<file path="config.mk">
export PLATFORM = sky130hd
export DESIGN_NAME = date_time_setter_leap_year
export DESIGN_NICKNAME = d
export VERILOG_FILES = /design/src/hdl/dtsl_pkg.sv /design/src/hdl/dtsl_update.sv /design/src/hdl/date_time_setter_leap_year.sv
export SDC_FILE = /design/constraint.sdc
export NUM_CORES = 1
export LEC_CHECK = 0
export CORE_UTILIZATION = 55
export CTS_CLUSTER_SIZE = 10
export DETAILED_ROUTE_END_ITERATION = 7
export DONT_BUFFER_PORTS = 1
export GPL_ROUTABILITY_DRIVEN = 0
export PLACE_DENSITY_LB_ADDON = 0.12
export SYNTH_ARGS = -nofsm -noshare
export SYNTH_HDL_FRONTEND = slang
export SYNTH_HIERARCHICAL = 1
export SYNTH_SLANG_ARGS = --single-unit
</file>
<file path="constraint.sdc">
create_clock -name i_clk -period 6.4 [get_ports i_clk]
set_input_delay 0.64 -clock i_clk [delete_from_list [all_inputs] [get_ports i_clk]]
set_output_delay 0.64 -clock i_clk [all_outputs]
set_load 0.03 [all_outputs]
</file>
<file path="src/hdl/dtsl_pkg.sv">
// Package with types, constants and calendar helpers for the date/time setter.
package dtsl_pkg;

    localparam int YEAR_W   = 14;
    localparam int MONTH_W  = 4;
    localparam int DAY_W    = 5;
    localparam int HOUR_W   = 5;
    localparam int MIN_W    = 6;
    localparam int SEC_W    = 6;
    localparam int OP_W     = 4;
    localparam int YQ_W     = 8;
    localparam int YR_W     = 7;

    localparam int RECIP_W     = 13;
    localparam int RECIP_SHIFT = 19;
    localparam int PROD_W      = YEAR_W + RECIP_W;

    localparam logic [RECIP_W-1:0] RECIP_100 = 13'd5243;
    localparam logic [YEAR_W-1:0]  HUNDRED   = 14'd100;

    localparam logic [YEAR_W-1:0]  YEAR_MAX   = 14'd9999;
    localparam logic [YQ_W-1:0]    YQ_TOP     = 8'd99;
    localparam logic [YR_W-1:0]    YR_TOP     = 7'd99;
    localparam logic [MONTH_W-1:0] MONTH_MAX  = 4'd12;
    localparam logic [MONTH_W-1:0] MONTH_FIRST = 4'd1;
    localparam logic [MONTH_W-1:0] MONTH_FEB  = 4'd2;
    localparam logic [DAY_W-1:0]   DAY_FIRST  = 5'd1;
    localparam logic [DAY_W-1:0]   DAYS_LONG  = 5'd31;
    localparam logic [DAY_W-1:0]   DAYS_FEB   = 5'd28;
    localparam logic [DAY_W-1:0]   DAYS_FEB_LEAP = 5'd29;
    localparam logic [HOUR_W-1:0]  HOUR_MAX   = 5'd23;
    localparam logic [MIN_W-1:0]   MIN_MAX    = 6'd59;
    localparam logic [SEC_W-1:0]   SEC_MAX    = 6'd59;

    localparam logic [DAY_W-1:0] MONTH_LEN [12] = '{
        5'd31, 5'd28, 5'd31, 5'd30, 5'd31, 5'd30,
        5'd31, 5'd31, 5'd30, 5'd31, 5'd30, 5'd31
    };

    typedef enum logic [OP_W-1:0] {
        OP_YEAR_UP  = 4'd0,
        OP_YEAR_DN  = 4'd1,
        OP_MONTH_UP = 4'd2,
        OP_MONTH_DN = 4'd3,
        OP_DAY_UP   = 4'd4,
        OP_DAY_DN   = 4'd5,
        OP_HOUR_UP  = 4'd6,
        OP_HOUR_DN  = 4'd7,
        OP_MIN_UP   = 4'd8,
        OP_MIN_DN   = 4'd9,
        OP_SEC_UP   = 4'd10,
        OP_SEC_DN   = 4'd11,
        OP_LOAD     = 4'd12
    } t_op;

    typedef struct packed {
        logic [YEAR_W-1:0]  year;
        logic [MONTH_W-1:0] month;
        logic [DAY_W-1:0]   day;
        logic [HOUR_W-1:0]  hour;
        logic [MIN_W-1:0]   minute;
        logic [SEC_W-1:0]   second;
        logic [YQ_W-1:0]    yq;
        logic [YR_W-1:0]    yr;
    } t_cal;

    typedef struct packed {
        logic [OP_W-1:0]    op;
        logic [YEAR_W-1:0]  year;
        logic [MONTH_W-1:0] month;
        logic [DAY_W-1:0]   day;
        logic [HOUR_W-1:0]  hour;
        logic [MIN_W-1:0]   minute;
        logic [SEC_W-1:0]   second;
        logic [YQ_W-1:0]    yq;
    } t_item;

    localparam t_cal CAL_RESET = '{
        year:   14'd2000,
        month:  4'd1,
        day:    5'd1,
        hour:   5'd0,
        minute: 6'd0,
        second: 6'd0,
        yq:     8'd20,
        yr:     7'd0
    };

    // Year kept as hundreds and remainder; year mod 4 equals remainder mod 4.
    function automatic logic leap_of(input logic [YQ_W-1:0] q, input logic [YR_W-1:0] r);
        logic leap;
        if (r == '0) begin
            leap = (q[1:0] == 2'd0);
        end else begin
            leap = (r[1:0] == 2'd0);
        end
        return leap;
    endfunction

    function automatic logic [DAY_W-1:0] days_in_month(input logic [MONTH_W-1:0] m,
                                                       input logic leap);
        logic [DAY_W-1:0]   len;
        logic [MONTH_W-1:0] idx;
        idx = m - MONTH_FIRST;
        if (m == '0 || m > MONTH_MAX) begin
            len = DAYS_LONG;
        end else if (m == MONTH_FEB) begin
            len = leap ? DAYS_FEB_LEAP : DAYS_FEB;
        end else begin
            len = MONTH_LEN[idx];
        end
        return len;
    endfunction

endpackage

</file>
<file path="src/hdl/dtsl_update.sv">
// Next calendar state for one item: load, field press and February clamp.
module dtsl_update (
    input  dtsl_pkg::t_item i_item,
    input  dtsl_pkg::t_cal  i_cur,
    output dtsl_pkg::t_cal  o_next
);
    import dtsl_pkg::*;

    t_cal              nxt;
    logic              cur_leap;
    logic              nxt_leap;
    logic              is_press;
    logic [DAY_W-1:0]  day_len;
    logic [DAY_W-1:0]  feb_lim;
    logic [YEAR_W-1:0] load_rem;

    assign load_rem = i_item.year - YEAR_W'(YEAR_W'(i_item.yq) * HUNDRED);

    always_comb begin
        cur_leap = leap_of(i_cur.yq, i_cur.yr);
        day_len  = days_in_month(i_cur.month, cur_leap);
        is_press = (i_item.op < OP_LOAD);
        nxt      = i_cur;

        unique case (i_item.op)
            OP_LOAD: begin
                nxt.year   = i_item.year;
                nxt.month  = i_item.month;
                nxt.day    = i_item.day;
                nxt.hour   = i_item.hour;
                nxt.minute = i_item.minute;
                nxt.second = i_item.second;
                nxt.yq     = i_item.yq;
                nxt.yr     = load_rem[YR_W-1:0];
            end
            OP_YEAR_UP: begin
                if (i_cur.year >= YEAR_MAX) begin
                    nxt.year = YEAR_MAX;
                    nxt.yq   = YQ_TOP;
                    nxt.yr   = YR_TOP;
                end else begin
                    nxt.year = i_cur.year + 1'b1;
                    if (i_cur.yr == YR_TOP) begin
                        nxt.yr = '0;
                        nxt.yq = i_cur.yq + 1'b1;
                    end else begin
                        nxt.yr = i_cur.yr + 1'b1;
                    end
                end
            end
            OP_YEAR_DN: begin
                if (i_cur.year > YEAR_MAX) begin
                    nxt.year = YEAR_MAX;
                    nxt.yq   = YQ_TOP;
                    nxt.yr   = YR_TOP;
                end else if (i_cur.year != '0) begin
                    nxt.year = i_cur.year - 1'b1;
                    if (i_cur.yr == '0) begin
                        nxt.yr = YR_TOP;
                        nxt.yq = i_cur.yq - 1'b1;
                    end else begin
                        nxt.yr = i_cur.yr - 1'b1;
                    end
                end
            end
            OP_MONTH_UP: begin
                nxt.month = (i_cur.month >= MONTH_MAX) ? MONTH_FIRST : i_cur.month + 1'b1;
            end
            OP_MONTH_DN: begin
                nxt.month = (i_cur.month <= MONTH_FIRST || i_cur.month > MONTH_MAX)
                          ? MONTH_MAX : i_cur.month - 1'b1;
            end
            OP_DAY_UP: begin
                nxt.day = (i_cur.day >= day_len) ? DAY_FIRST : i_cur.day + 1'b1;
            end
            OP_DAY_DN: begin
                nxt.day = (i_cur.day <= DAY_FIRST) ? day_len : i_cur.day - 1'b1;
            end
            OP_HOUR_UP: begin
                nxt.hour = (i_cur.hour >= HOUR_MAX) ? '0 : i_cur.hour + 1'b1;
            end
            OP_HOUR_DN: begin
                nxt.hour = (i_cur.hour == '0 || i_cur.hour > HOUR_MAX)
                         ? HOUR_MAX : i_cur.hour - 1'b1;
            end
            OP_MIN_UP: begin
                nxt.minute = (i_cur.minute >= MIN_MAX) ? '0 : i_cur.minute + 1'b1;
            end
            OP_MIN_DN: begin
                nxt.minute = (i_cur.minute == '0 || i_cur.minute > MIN_MAX)
                           ? MIN_MAX : i_cur.minute - 1'b1;
            end
            OP_SEC_UP: begin
                nxt.second = (i_cur.second >= SEC_MAX) ? '0 : i_cur.second + 1'b1;
            end
            OP_SEC_DN: begin
                nxt.second = (i_cur.second == '0 || i_cur.second > SEC_MAX)
                           ? SEC_MAX : i_cur.second - 1'b1;
            end
            default: begin
            end
        endcase

        // clamp February day after any press
        nxt_leap = leap_of(nxt.yq, nxt.yr);
        feb_lim  = nxt_leap ? DAYS_FEB_LEAP : DAYS_FEB;
        if (is_press && nxt.month == MONTH_FEB && nxt.day > feb_lim) begin
            nxt.day = feb_lim;
        end
        o_next = nxt;
    end

endmodule

</file>
<file path="src/hdl/date_time_setter_leap_year.sv">
// Top level of the calendar date/time setter with leap-year handling.
//
// Input channel i_valid/o_ready carries one item: an operation code and six
// load values. Codes 0..11 press one field up (even) or down (odd); code 12
// loads all six fields unchecked; codes 13..15 leave the state unchanged.
// Output channel o_valid/i_ready carries one result per item: the six fields
// after that item.
// From acceptance to o_valid an item passes one input register that also holds
// the load year split into hundreds, then the state register, which is the
// result register. Throughput is one item per cycle while the receiver does not
// stall, set by the single state update path.
// A stalled receiver holds the result on the outputs; one more item waits in
// the input register, and o_ready drops only when both are full.
// Reset sets 2000-01-01 00:00:00 and empties both registers.
module date_time_setter_leap_year (
    input  logic                          i_clk,
    input  logic                          i_rst_n,
    input  logic                          i_valid,
    output logic                          o_ready,
    input  logic [dtsl_pkg::OP_W-1:0]     i_operation,
    input  logic [dtsl_pkg::YEAR_W-1:0]   i_load_year,
    input  logic [dtsl_pkg::MONTH_W-1:0]  i_load_month,
    input  logic [dtsl_pkg::DAY_W-1:0]    i_load_day,
    input  logic [dtsl_pkg::HOUR_W-1:0]   i_load_hour,
    input  logic [dtsl_pkg::MIN_W-1:0]    i_load_minute,
    input  logic [dtsl_pkg::SEC_W-1:0]    i_load_second,
    output logic                          o_valid,
    input  logic                          i_ready,
    output logic [dtsl_pkg::YEAR_W-1:0]   o_year,
    output logic [dtsl_pkg::MONTH_W-1:0]  o_month,
    output logic [dtsl_pkg::DAY_W-1:0]    o_day,
    output logic [dtsl_pkg::HOUR_W-1:0]   o_hour,
    output logic [dtsl_pkg::MIN_W-1:0]    o_minute,
    output logic [dtsl_pkg::SEC_W-1:0]    o_second
);
    import dtsl_pkg::*;

    logic              r_in_valid;
    t_item             r_item;
    t_item             n_item;
    logic              r_out_valid;
    t_cal              r_cal;
    t_cal              n_cal;
    logic              advance;
    logic [PROD_W-1:0] year_prod;

    assign advance = !r_out_valid || i_ready;
    assign o_ready = !r_in_valid || advance;

    assign year_prod = PROD_W'(i_load_year) * PROD_W'(RECIP_100);

    always_comb begin
        n_item.op     = i_operation;
        n_item.year   = i_load_year;
        n_item.month  = i_load_month;
        n_item.day    = i_load_day;
        n_item.hour   = i_load_hour;
        n_item.minute = i_load_minute;
        n_item.second = i_load_second;
        n_item.yq     = year_prod[RECIP_SHIFT +: YQ_W];
    end

    always_ff @(posedge i_clk) begin
        if (!i_rst_n) begin
            r_in_valid <= 1'b0;
        end else if (o_ready) begin
            r_in_valid <= i_valid;
        end
    end

    always_ff @(posedge i_clk) begin
        if (o_ready && i_valid) begin
            r_item <= n_item;
        end
    end

    dtsl_update u_update (
        .i_item (r_item),
        .i_cur  (r_cal),
        .o_next (n_cal)
    );

    always_ff @(posedge i_clk) begin
        if (!i_rst_n) begin
            r_out_valid <= 1'b0;
            r_cal       <= CAL_RESET;
        end else if (advance) begin
            r_out_valid <= r_in_valid;
            if (r_in_valid) begin
                r_cal <= n_cal;
            end
        end
    end

    assign o_valid  = r_out_valid;
    assign o_year   = r_cal.year;
    assign o_month  = r_cal.month;
    assign o_day    = r_cal.day;
    assign o_hour   = r_cal.hour;
    assign o_minute = r_cal.minute;
    assign o_second = r_cal.second;

endmodule

</file>
# Word level (Yosys, flattened, before mapping)
# Memories as Yosys holds them, arrays and structs flattened.
# Index checks and enable logic that the tools add are counted.
[totals]
regBits = 109
rom_bits = 80
inputBits = 48
output_inout_bits = 42
memories = 1
[mem_list]
columns = ["memory", "words", "width", "rd", "rd_ports_with_merged_regs", "write_ports", "line_no", "source"]
rows = [
  ["(no name shown)", 16, 5, 1, 0, 0, "dtsl_pkg.sv:110", "len = MONTH_LEN[idx];"],
]
[op_classes]
addsub = 17
n_mul = 2
order_cmp = 16
n_eq_ne = 18
mux = 36
bitwise = 1
n_reduce_logical = 34
[ops]
columns = ["op", "n"]
rows = [
  ["$mux W15", 3],
  ["$mux W5", 9],
  ["$pmux W15 S3", 1],
  ["$mux W14", 3],
  ["$pmux W14 S3", 1],
  ["$pmux W6 S3", 2],
  ["$pmux W5 S3", 2],
  ["$mul A14 B13 Y27 const B", 1],
  ["$mux W6", 4],
  ["$eq A4 B4 Y1 const B", 5],
  ["$eq A4 B2 Y1 const B", 4],
  ["$eq A4 B3 Y1 const B", 4],
  ["$mux W8", 2],
  ["$add A14 B1 Y14 const B", 1],
  ["$ge A14 B14 Y1 const B", 1],
  ["$gt A14 B14 Y1 const B", 1],
  ["$logic_not A7 Y1", 2],
  ["$mux W7", 2],
  ["$reduce_bool A14 Y1", 1],
  ["$sub A14 B1 Y14 const B", 1],
  ["$add A6 B1 Y6 const B", 2],
  ["$ge A6 B6 Y1 const B", 2],
  ["$gt A6 B6 Y1 const B", 2],
  ["$logic_not A6 Y1", 2],
  ["38 further kinds", 66],
]

# Logic depth before layout (Yosys ltp)
# Gate-level depths: netlist of the first run.
[depth]
ltp_word = 13
ltp_mapped = 22

# Hierarchy
# Netlist of the first run, hierarchy kept.
[modules_own_cells]
columns = ["module", "n_inst", "cells_per_inst", "area_each_um2"]
rows = [
  ["date_time_setter_leap_year", 1, 692, 7344.5],
  ["dtsl_update", 1, 677, 4240.3],
]

# Least setup slack after synthesis of the first run
# OpenSTA, ideal clock, no wires.
[synth_path]
path_type = "input to register"
start = "input i_load_year[9] (netlist name)"
end = "register r_item[7] (netlist name) (data pin)"
setup_ps = 176
t_arrival_ps = 4507
path_slack_ps = 1717
cell_stages = 16
path_cell_list = "fa_1 -> ha_1 -> inv_1 -> fa_1 -> inv_1 -> fa_1 -> inv_1 -> fa_1 -> inv_1 -> ha_1 -> and3_1 -> nand2b_1 -> a221oi_2 -> o211ai_1 -> o21ba_1 -> o311ai_2"
[synth_between]
elab_chain_cells = 1
[synth_lines]
columns = ["element", "line_no", "source"]
rows = [
  ["from (decl)", "date_time_setter_leap_year.sv:21", "input logic [dtsl_pkg::YEAR_W-1:0] i_load_year,"],
  ["$mul A14 B13 Y27", "date_time_setter_leap_year.sv:50", "assign year_prod = PROD_W'(i_load_year) * PROD_W'(RECIP_100);"],
  ["via year_prod[26]", "date_time_setter_leap_year.sv:45", "logic [PROD_W-1:0] year_prod;"],
  ["to (signal assigned)", "date_time_setter_leap_year.sv:73", "r_item <= n_item;"],
  ["to (decl)", "date_time_setter_leap_year.sv:39", "t_item r_item;"],
]
# The timed path passes the listed nets, and every way through them passes these cells.
# A chain may end at the register's enable or synchronous reset.

# Final worst setup path of the first run
[layout_path]
start = "input i_load_year[10] (netlist name)"
end = "register r_item[3] (netlist name) (data pin)"
# The elaborated chain is that of the path after synthesis.

==> results.yml, run 1 <==
timing:
  hold_viol: 0
  skew_ns: 0.00981
  setup_viol: 0
  final.period_utilization_pct: 69.8
  rsz0062_at_grt: "false"
  tightest_slew_ns: 1.09
  period_minus_slack_ns: 4.47
  fin_setup_tns_ns: 0
  fmaxAchievable_ghz: 0.224
  timing.hold.ws_ns: 0.364
  maxSlewViolCount: 0
  maxSlewHeadroom_pct: 27.4
hold_path:
  hold_path.class: "in -> reg"
worst_setup_path:
  cpMaxStageDelayCell: "fa_1"
  endpoint: "r_item[3]$_DFFE_PP_"
  crit_path_end_kind: "register"
  cp_num_cells: 16
  regToRegEndpoint: "o_day[0]$_SDFFE_PN1P_"
  r2r-start: "o_year[0]$_SDFFE_PN0P_"
  crit_arrival_ns: 4.57
  r2r_slack_ns: 1.93
  ff2ff_path_depth: 16
  start_kind: "primary input"
  critPathRequiredTime_ns: 6.50
  worst-path-buf-inv: 4
  cp_top_family: "adder cells"
  crit_chain: "fa_1, ha_1, inv_1, fa_1, inv_1, fa_1, inv_1, fa_1, inv_1, ha_1, and3_1, nand2b_1, a221oi_2, o211ai_1, a21oi_1, xnor2_1"
  slowest_delay_ns: 0.53
  startpoint: "i_load_year[10]"
  path_max_fanout: 7
  criticalPathCategory: "in -> reg"
global_route:
  antenna_found_initial: 0
  grt_usage_pct: 27.6
  grt_pass1_wl_um: 43100
  grt_pass1_vias: 8179
  grt_max_degree: 52
  grt-ovfl-total: 0
detailed_routing:
  wirelength_um: 26900
  wl_per_cell_um: 18.8
  drc: 0
  ant_nets: 0
  num_vias: 8637
  first_iter_violations: 719
  firstDrtPassIters: 8
  via_per_inst: 6.06
clock_tree:
  cts_buffers: 9
  clk_root_buffer_cell: "clkbuf_16"
  cts_hold_buf: 0
  cts_tree: "done"
  cts_htree_levels: 3
  path_clk_slew_ns: 0.07
  clk_latency_ns: 0.36
  post_cts_resized: 0
  post-cts-setup-buffers: 0
  clkSinkCount: 100
  cts_max_path_buffers: 2
cells_and_area:
  drive_above_1_share_pct: 4.97
  antennaDiodeCount: 0
  final_cell_mix: "169 x nand2_1, 133 x inv_1, 117 x ha_1"
  final_common_cell: "nand2_1"
  layout-area-overhead-vs-synth_pct: 1.15
  nets: 1389
placed_design:
  port_buffers: 0
  hpwl_um: 19600
run_status:
  outcome: "finished, final reports clean"
flow_run:
  cap_violations: 0
floorplan:
  die_area_sq_um: 20000
  dieHeight_um: 141
  fp.dieW_um: 141
  rows: 50
  ios: 90
  fp.coreArea_sq_um: 18800
  initial_utilization_pct: 56.7
synth:
  syn_inst: 1250
  syn_area_sq_um: 10700
  syn_avg_cell_area_sq_um: 8.54
  synth_fp_nets: 1478
  yosysWarnings: 6
pwr:
  ir_drop_mv: 0.161
  powerDensity_nw_per_um2: 280
  p_leak_uw: 0.00450
## power by group
part / internal, uW / leakage [uW] / switching (uW) / total, uW
logic: 690 / 0.00345 / 923 / 1610
registers: 736 / 0.000893 / 72.3 / 808
clock network: 333 / 0.000158 / 264 / 597
total: 1760 / 0.00450 / 1260 / 3020
## worst min-delay path by stage
stage	start	end	slack [ns]	depth (start not counted)
after detailed placement	r_cal[8]$_SDFFE_PN0P_	r_cal[8]$_SDFFE_PN0P_	0.48	2
after floorplan	r_cal[4]$_SDFFE_PN0P_	r_cal[4]$_SDFFE_PN0P_	0.44	2
after global routing	i_rst_n	o_month[0]$_SDFFE_PN1P_	0.35	1
final	i_rst_n	o_month[0]$_SDFFE_PN1P_	0.36	1
after global placement	r_cal[8]$_SDFFE_PN0P_	r_cal[8]$_SDFFE_PN0P_	0.46	2
after CTS	i_rst_n	o_month[0]$_SDFFE_PN1P_	0.34	1
## metrics by stage
step | total power [uW] | instance area, sq um | utilization [%] | setup WS [ns] | instances
2_1_floorplan | 2080 | 10700 | - | 1.82 | 1250
3_3_place_gp | 2400 | 10500 | 55.6 | 1.69 | 1410
3_5_place_dp | 2420 | 10500 | 55.6 | 1.59 | 1410
4_1_cts | 3030 | 10800 | 57.3 | 1.98 | 1426
5_1_grt | 3300 | 10800 | 57.3 | 1.48 | 1426
6_report | 3020 | 10800 | 57.3 | 1.93 | 1426
## layer usage
metal / GRT usage [%] / wire length, um
met1: 34.5 / 11300
met2: 47.4 / 12900
met3: 5.47 / 1930
met4: 9.61 / 702
met5: 0 / 0
## sequential cells by signal, indices dropped and copies added, names as in the netlist
name        flops
o_valid         1
o_hour          5
r_item         49
o_year         14
r_cal           9
r_in_valid      1
o_month         4
o_minute        6
o_day           5
o_second        6
## final cells by class
class	count	area, sq um
Multi-Input combinational cell	907	7080
Tap cell	260	325
Timing Repair Buffer	10	75.1
Fill cell	1712	8040
Inverter	133	499
Clock inverter	5	63.8
Clock buffer	11	254
Sequential cell	100	2490
## worst register-to-register path, delay by kind of cell (launching register included)
family	cells	cell delay [ns]
AOI/OAI and AO/OA	3	0.52
xor gates and xnor gates	1	0.16
adders and majority gates	2	0.45
buffers and inverters	1	0.13
DFF	1	0.50
and+or+nand+nor	9	2.66
Power figures use the tool's default switching activity.
==> inputs of run 2 (changes only) <==
Clock period 6.4 ns to 4 ns, I/O delays scaled along.
==> results.yml, run 2 (synthesized netlist as in run 1, its figures left out) <==
run_status:
  outcome: "finished with violations"
  violations: "setup timing"
detailed_routing:
  firstDrtPassIters: 5
  num_vias: 8989
  via_per_inst: 6.00
  wl_per_cell_um: 19.3
  drc: 0
  ant_nets: 0
  first_iter_violations: 583
  wirelength_um: 28900
worst_setup_path:
  regToRegEndpoint: "o_day[0]$_SDFFE_PN1P_"
  ff2ff_path_depth: 15
  criticalPathCategory: "in -> reg"
  start_kind: "primary input"
  crit_chain: "ha_4, fa_1, fa_1, fa_1, inv_1, fa_1, inv_2, ha_4, buf_4, a21oi_1, o21ai_0, nand3_1, o211ai_1, a21oi_1, xnor2_1"
  crit_arrival_ns: 4.11
  crit_path_end_kind: "register"
  cpMostUsedCell: "fa_1"
  r2r_slack_ns: 0.22
  critPathRequiredTime_ns: 4.11
  cpMaxStageDelayCell: "fa_1"
  path_max_fanout: 7
  r2r-start: "r_item[37]$_DFFE_PP_"
  slowest_delay_ns: 0.56
placed_design:
  port_buffers: 0
  dp.cells: 1482
  hpwl_um: 21900
global_route:
  grt_max_degree: 52
  grt-busiest-layer: "met2"
  grt_pass1_wl_um: 45600
  antenna_found_initial: 0
  use_met2_pct: 50.5
  grt-ovfl-total: 0
  met3_usage_pct: 5.97
  grt_pass1_vias: 8921
  grt_usage_pct: 29.3
  use_met1_pct: 35.4
clock_tree:
  cts_max_path_buffers: 2
  clkSinkCount: 100
  path_clk_slew_ns: 0.07
  cts_hold_buf: 0
  clk_latency_ns: 0.36
  cts_buffers: 9
  clk_root_buffer_cell: "clkbuf_16"
  cts_htree_levels: 3
  cts_tree: "done"
floorplan:
  fp.dieW_um: 141
  fp.coreArea_sq_um: 18800
  initial_utilization_pct: 56.7
  dieHeight_um: 141
  ios: 90
  die_area_sq_um: 20000
  rows: 50
hold_path:
  hold-path-cell-count: 1
  hold_path.class: "in -> reg"
  hold_end: "o_day[0]$_SDFFE_PN1P_"
  hold_start: "i_rst_n"
pwr:
  intPower_uw: 3320
  switching_share_pct: 42.0
  ir_drop_mv: 0.349
  p_seq_share_pct: 22.0
  power_uw: 5720
  powerDensity_nw_per_um2: 494
  p_leak_uw: 0.00483
  p_switching_uw: 2400
  clock_power_share_pct: 16.1
  pwr-share-comb_pct: 62.0
timing:
  timing.hold.ws_ns: 0.117
  rsz0062_at_grt: "true"
  hold_viol: 0
  maxSlewHeadroom_pct: 51.3
  period_minus_slack_ns: 4.00
  setup_viol: 1
  fmaxAchievable_ghz: 0.250
  skew_ns: 0.0138
  tightest_slew_ns: 0.730
  fin_ws_ns: -0.00121
  final.period_utilization_pct: 100
  maxSlewViolCount: 0
cells_and_area:
  final_common_cell: "nand2_1"
  nets: 1461
  final_cell_mix: "169 x nand2_1, 124 x inv_1, 102 x ha_1"
  antennaDiodeCount: 0
  drive_above_1_share_pct: 13.8
  final_cells: 1498
  largest_reg_flops: 49
  regMostFlops: "r_item"
  layout-area-overhead-vs-synth_pct: 8.58
flow_run:
  cap_violations: 0
==> run 2: changes by cell type in the layout (fill, tap and decap cells not counted), moves of 3 or more <==
cell | previous run | this run
buf_4 | 10 | 82
ha_1 | 117 | 102
ha_2 | 0 | 3
ha_4 | 0 | 12
inv_1 | 133 | 124
inv_2 | 0 | 7
==> run 2: stage by stage <==
stage	worst slack, ns	util [%]	area, sq um	setup TNS [ns]
2_1_floorplan	-0.125	-	10800	-0.340
3_3_place_gp	-0.356	59.3	11200	-1.43
3_5_place_dp	-0.417	59.3	11200	-1.78
4_1_cts	0.00870	61.0	11500	0
5_1_grt	-0.0938	61.5	11600	-0.247
6_report	-0.00121	61.5	11600	-0.00121
==> run 2: worst max-delay path: cells and delay by family <==
family                   cells  cell delay (ns)
AND/OR/NAND/NOR              1             0.15
XOR/XNOR                     1             0.10
AO/OA/AOI/OAI                4             0.75
buffers and inverters        3             0.23
adder cells (fa/ha/maj)      6             2.47
==> run 2: timing repair <==
item / CTS / global route
cloned: 0 / 0
resized for setup: 2 / 19
pin swaps: 6 / 13
setup buffers: 0 / 0
endpoints found under the setup margin: 3 / 5
==> run 2: worst max-delay path by stage <==
stage	startpoint	to	slack [ns]	cells after the start
after detailed placement	i_load_year[2]	r_item[3]$_DFFE_PP_	-0.42	16
after global placement	i_load_year[11]	r_item[3]$_DFFE_PP_	-0.36	14
after global routing	i_load_year[6]	r_item[4]$_DFFE_PP_	-0.09	16
after floorplan	i_load_year[12]	r_item[3]$_DFFE_PP_	-0.13	16
after CTS	i_load_year[6]	r_item[3]$_DFFE_PP_	0.009	14
final	i_load_year[10]	r_item[3]$_DFFE_PP_	-0.001	15
==> run 2: layout make-up <==
cell class	count	area [sq um]
flip-flops and latches	100	2490
clock buffers	11	264
fillers	1655	7240
well taps	260	325
multi-input cells	907	7340
repair buffers	82	616
clock inverters	5	38.8
inverters	133	507
==> run 2: layer usage <==
| layer | vias to the layer above | part of all wire (%) | wire [um] |
|---|---|---|---|
| met1 | 4305 | 41 | 11900 |
| met3 | 60 | 6.5 | 1870 |
| met2 | 323 | 48 | 14000 |
| met5 | - | 0 | 0 |
| li1 | 4301 | - | - |
| met4 | 0 | 3.7 | 1060 |
==> run 2: power by group through the flow <==
| stage | registers, uW | clock network, uW | logic, uW |
|---|---|---|---|
| after floorplan | 1240 | 0 | 2400 |
| after global placement | 1280 | 0 | 3190 |
| after detailed placement | 1280 | 0 | 3280 |
| after CTS | 1260 | 940 | 3330 |
| after global routing | 1270 | 968 | 3920 |
| final | 1260 | 919 | 3540 |
==> inputs of run 3 (changes only) <==
Settings changed: CTS_CLUSTER_DIAMETER set to 100, SETUP_SLACK_MARGIN set to 0.3.
==> results.yml, run 3 (synthesized netlist as in run 1, its figures left out) <==
pwr:
  ir_drop_mv: 0.435
  p_seq_share_pct: 20.9
  intPower_uw: 3500
  clock_power_share_pct: 15.6
  power_uw: 6010
  p_switching_uw: 2510
  pwr-share-comb_pct: 63.6
  switching_share_pct: 41.8
  p_leak_uw: 0.00489
  powerDensity_nw_per_um2: 511
floorplan:
  die_area_sq_um: 20000
  fp.coreArea_sq_um: 18800
  rows: 50
  fp.dieW_um: 141
  dieHeight_um: 141
  initial_utilization_pct: 56.7
  ios: 90
clock_tree:
  clk_latency_ns: 0.37
  cts_buffers: 9
  cts_hold_buf: 0
  cts_max_path_buffers: 2
  clk_root_buffer_cell: "clkbuf_16"
  cts_tree: "done"
  clkSinkCount: 100
  path_clk_slew_ns: 0.07
  cts_htree_levels: 3
timing:
  rsz0062_at_grt: "true"
  tightest_slew_ns: 0.774
  final.period_utilization_pct: 98.3
  fin_ws_ns: 0.0665
  skew_ns: 0.0102
  hold_viol: 0
  fmaxAchievable_ghz: 0.254
  setup_viol: 0
  maxSlewHeadroom_pct: 48.4
  period_minus_slack_ns: 3.93
  maxSlewViolCount: 0
flow_run:
  cap_violations: 0
placed_design:
  port_buffers: 0
  dp_slack_ns: -0.415
  place_area_sq_um: 11200
  hpwl_um: 21700
worst_setup_path:
  critPathRequiredTime_ns: 4.11
  cpMostUsedCell: "fa_1"
  crit_arrival_ns: 4.05
  start_kind: "primary input"
  criticalPathCategory: "in -> reg"
  slowest_delay_ns: 0.50
  crit_chain: "fa_1, ha_1, inv_1, fa_1, inv_2, fa_1, inv_1, fa_1, inv_2, ha_4, nand4_1, a211oi_4, a221oi_4, a21oi_1, nor2_1, xnor2_1"
  cpMaxStageDelayCell: "fa_1"
  crit_path_end_kind: "register"
  path_max_fanout: 8
global_route:
  grt_max_degree: 52
  grt_pass1_wl_um: 46300
  grt-ovfl-total: 0
  grt_usage_pct: 29.7
  grt_pass1_vias: 8777
  antenna_found_initial: 0
cells_and_area:
  final_cell_mix: "169 x nand2_1, 123 x inv_1, 100 x ha_1"
  final_common_cell: "nand2_1"
  antennaDiodeCount: 0
  layout-area-overhead-vs-synth_pct: 10.2
  regMostFlops: "r_item"
  nets: 1469
  fin_area_sq_um: 11800
  largest_reg_flops: 49
  drive_above_1_share_pct: 15.7
hold_path:
  hold_path.class: "in -> reg"
detailed_routing:
  firstDrtPassIters: 5
  via_per_inst: 6.03
  first_iter_violations: 700
  drc: 0
  wirelength_um: 28800
  wl_per_cell_um: 19.1
  ant_nets: 0
  num_vias: 9077
run_status:
  outcome: "finished, final reports clean"
run 3: critical path, delay by kind of cell:
kind	cells	cell delay [ns]
AND/OR/NAND/NOR	2	0.27
adder cells (fa/ha/maj)	6	2.51
buffers and inverters	4	0.18
AO/OA/AOI/OAI	3	0.55
XOR/XNOR	1	0.12
run 3: per-layer routing:
layer	up-vias	track usage, %	share of wire, %
met3	53	6.07	6.9
met1	4372	36.6	41
met5	-	0	0
met4	0	9.78	2.7
li1	4313	-	-
met2	339	52.0	49
run 3: power by group through the flow:
stage	logic [uW]	registers, uW	clock network [uW]
after floorplan	2400	1240	0
after global placement	3200	1280	0
after detailed placement	3250	1280	0
after CTS	3500	1250	945
after global routing	4230	1260	982
final	3820	1250	935
run 3: final timing paths:
check	startpoint	to	slack, ns	cells after the start
min reg2reg	r_cal[8]$_SDFFE_PN0P_	r_cal[8]$_SDFFE_PN0P_	0.47	2
max reg2reg	r_item[0]$_DFFE_PP_	o_day[0]$_SDFFE_PN1P_	0.37	15
max	i_load_year[12]	r_item[1]$_DFFE_PP_	0.07	16
min	i_rst_n	o_month[0]$_SDFFE_PN1P_	0.12	1
run 3: cell type report:
| type | instances | area, sq um |
|---|---|---|
| clock buffers | 9 | 225 |
| clock inverters | 7 | 82.6 |
| fillers | 1603 | 7070 |
| inverters | 133 | 503 |
| multi-input cells | 907 | 7450 |
| flip-flops and latches | 100 | 2500 |
| well taps | 260 | 325 |
| repair buffers | 90 | 683 |
run 3: what timing repair did:
item | in CTS | in global routing
resized for setup | 21 | 25
buffers inserted | 2 | 2
gates cloned | 0 | 0
pin swaps | 27 | 11
endpoints found under the setup margin | 6 | 7
run 3: stage by stage:
step	instances	hold WS [ns]	util [%]	setup TNS (ns)
3_5_place_dp	1486	0.466	59.5	-1.62
2_1_floorplan	1250	0.440	-	-0.340
5_1_grt	1506	0.109	62.5	-0.111
4_1_cts	1504	0.102	61.8	0
6_report	1506	0.119	62.5	0
3_3_place_gp	1486	0.452	59.5	-1.43
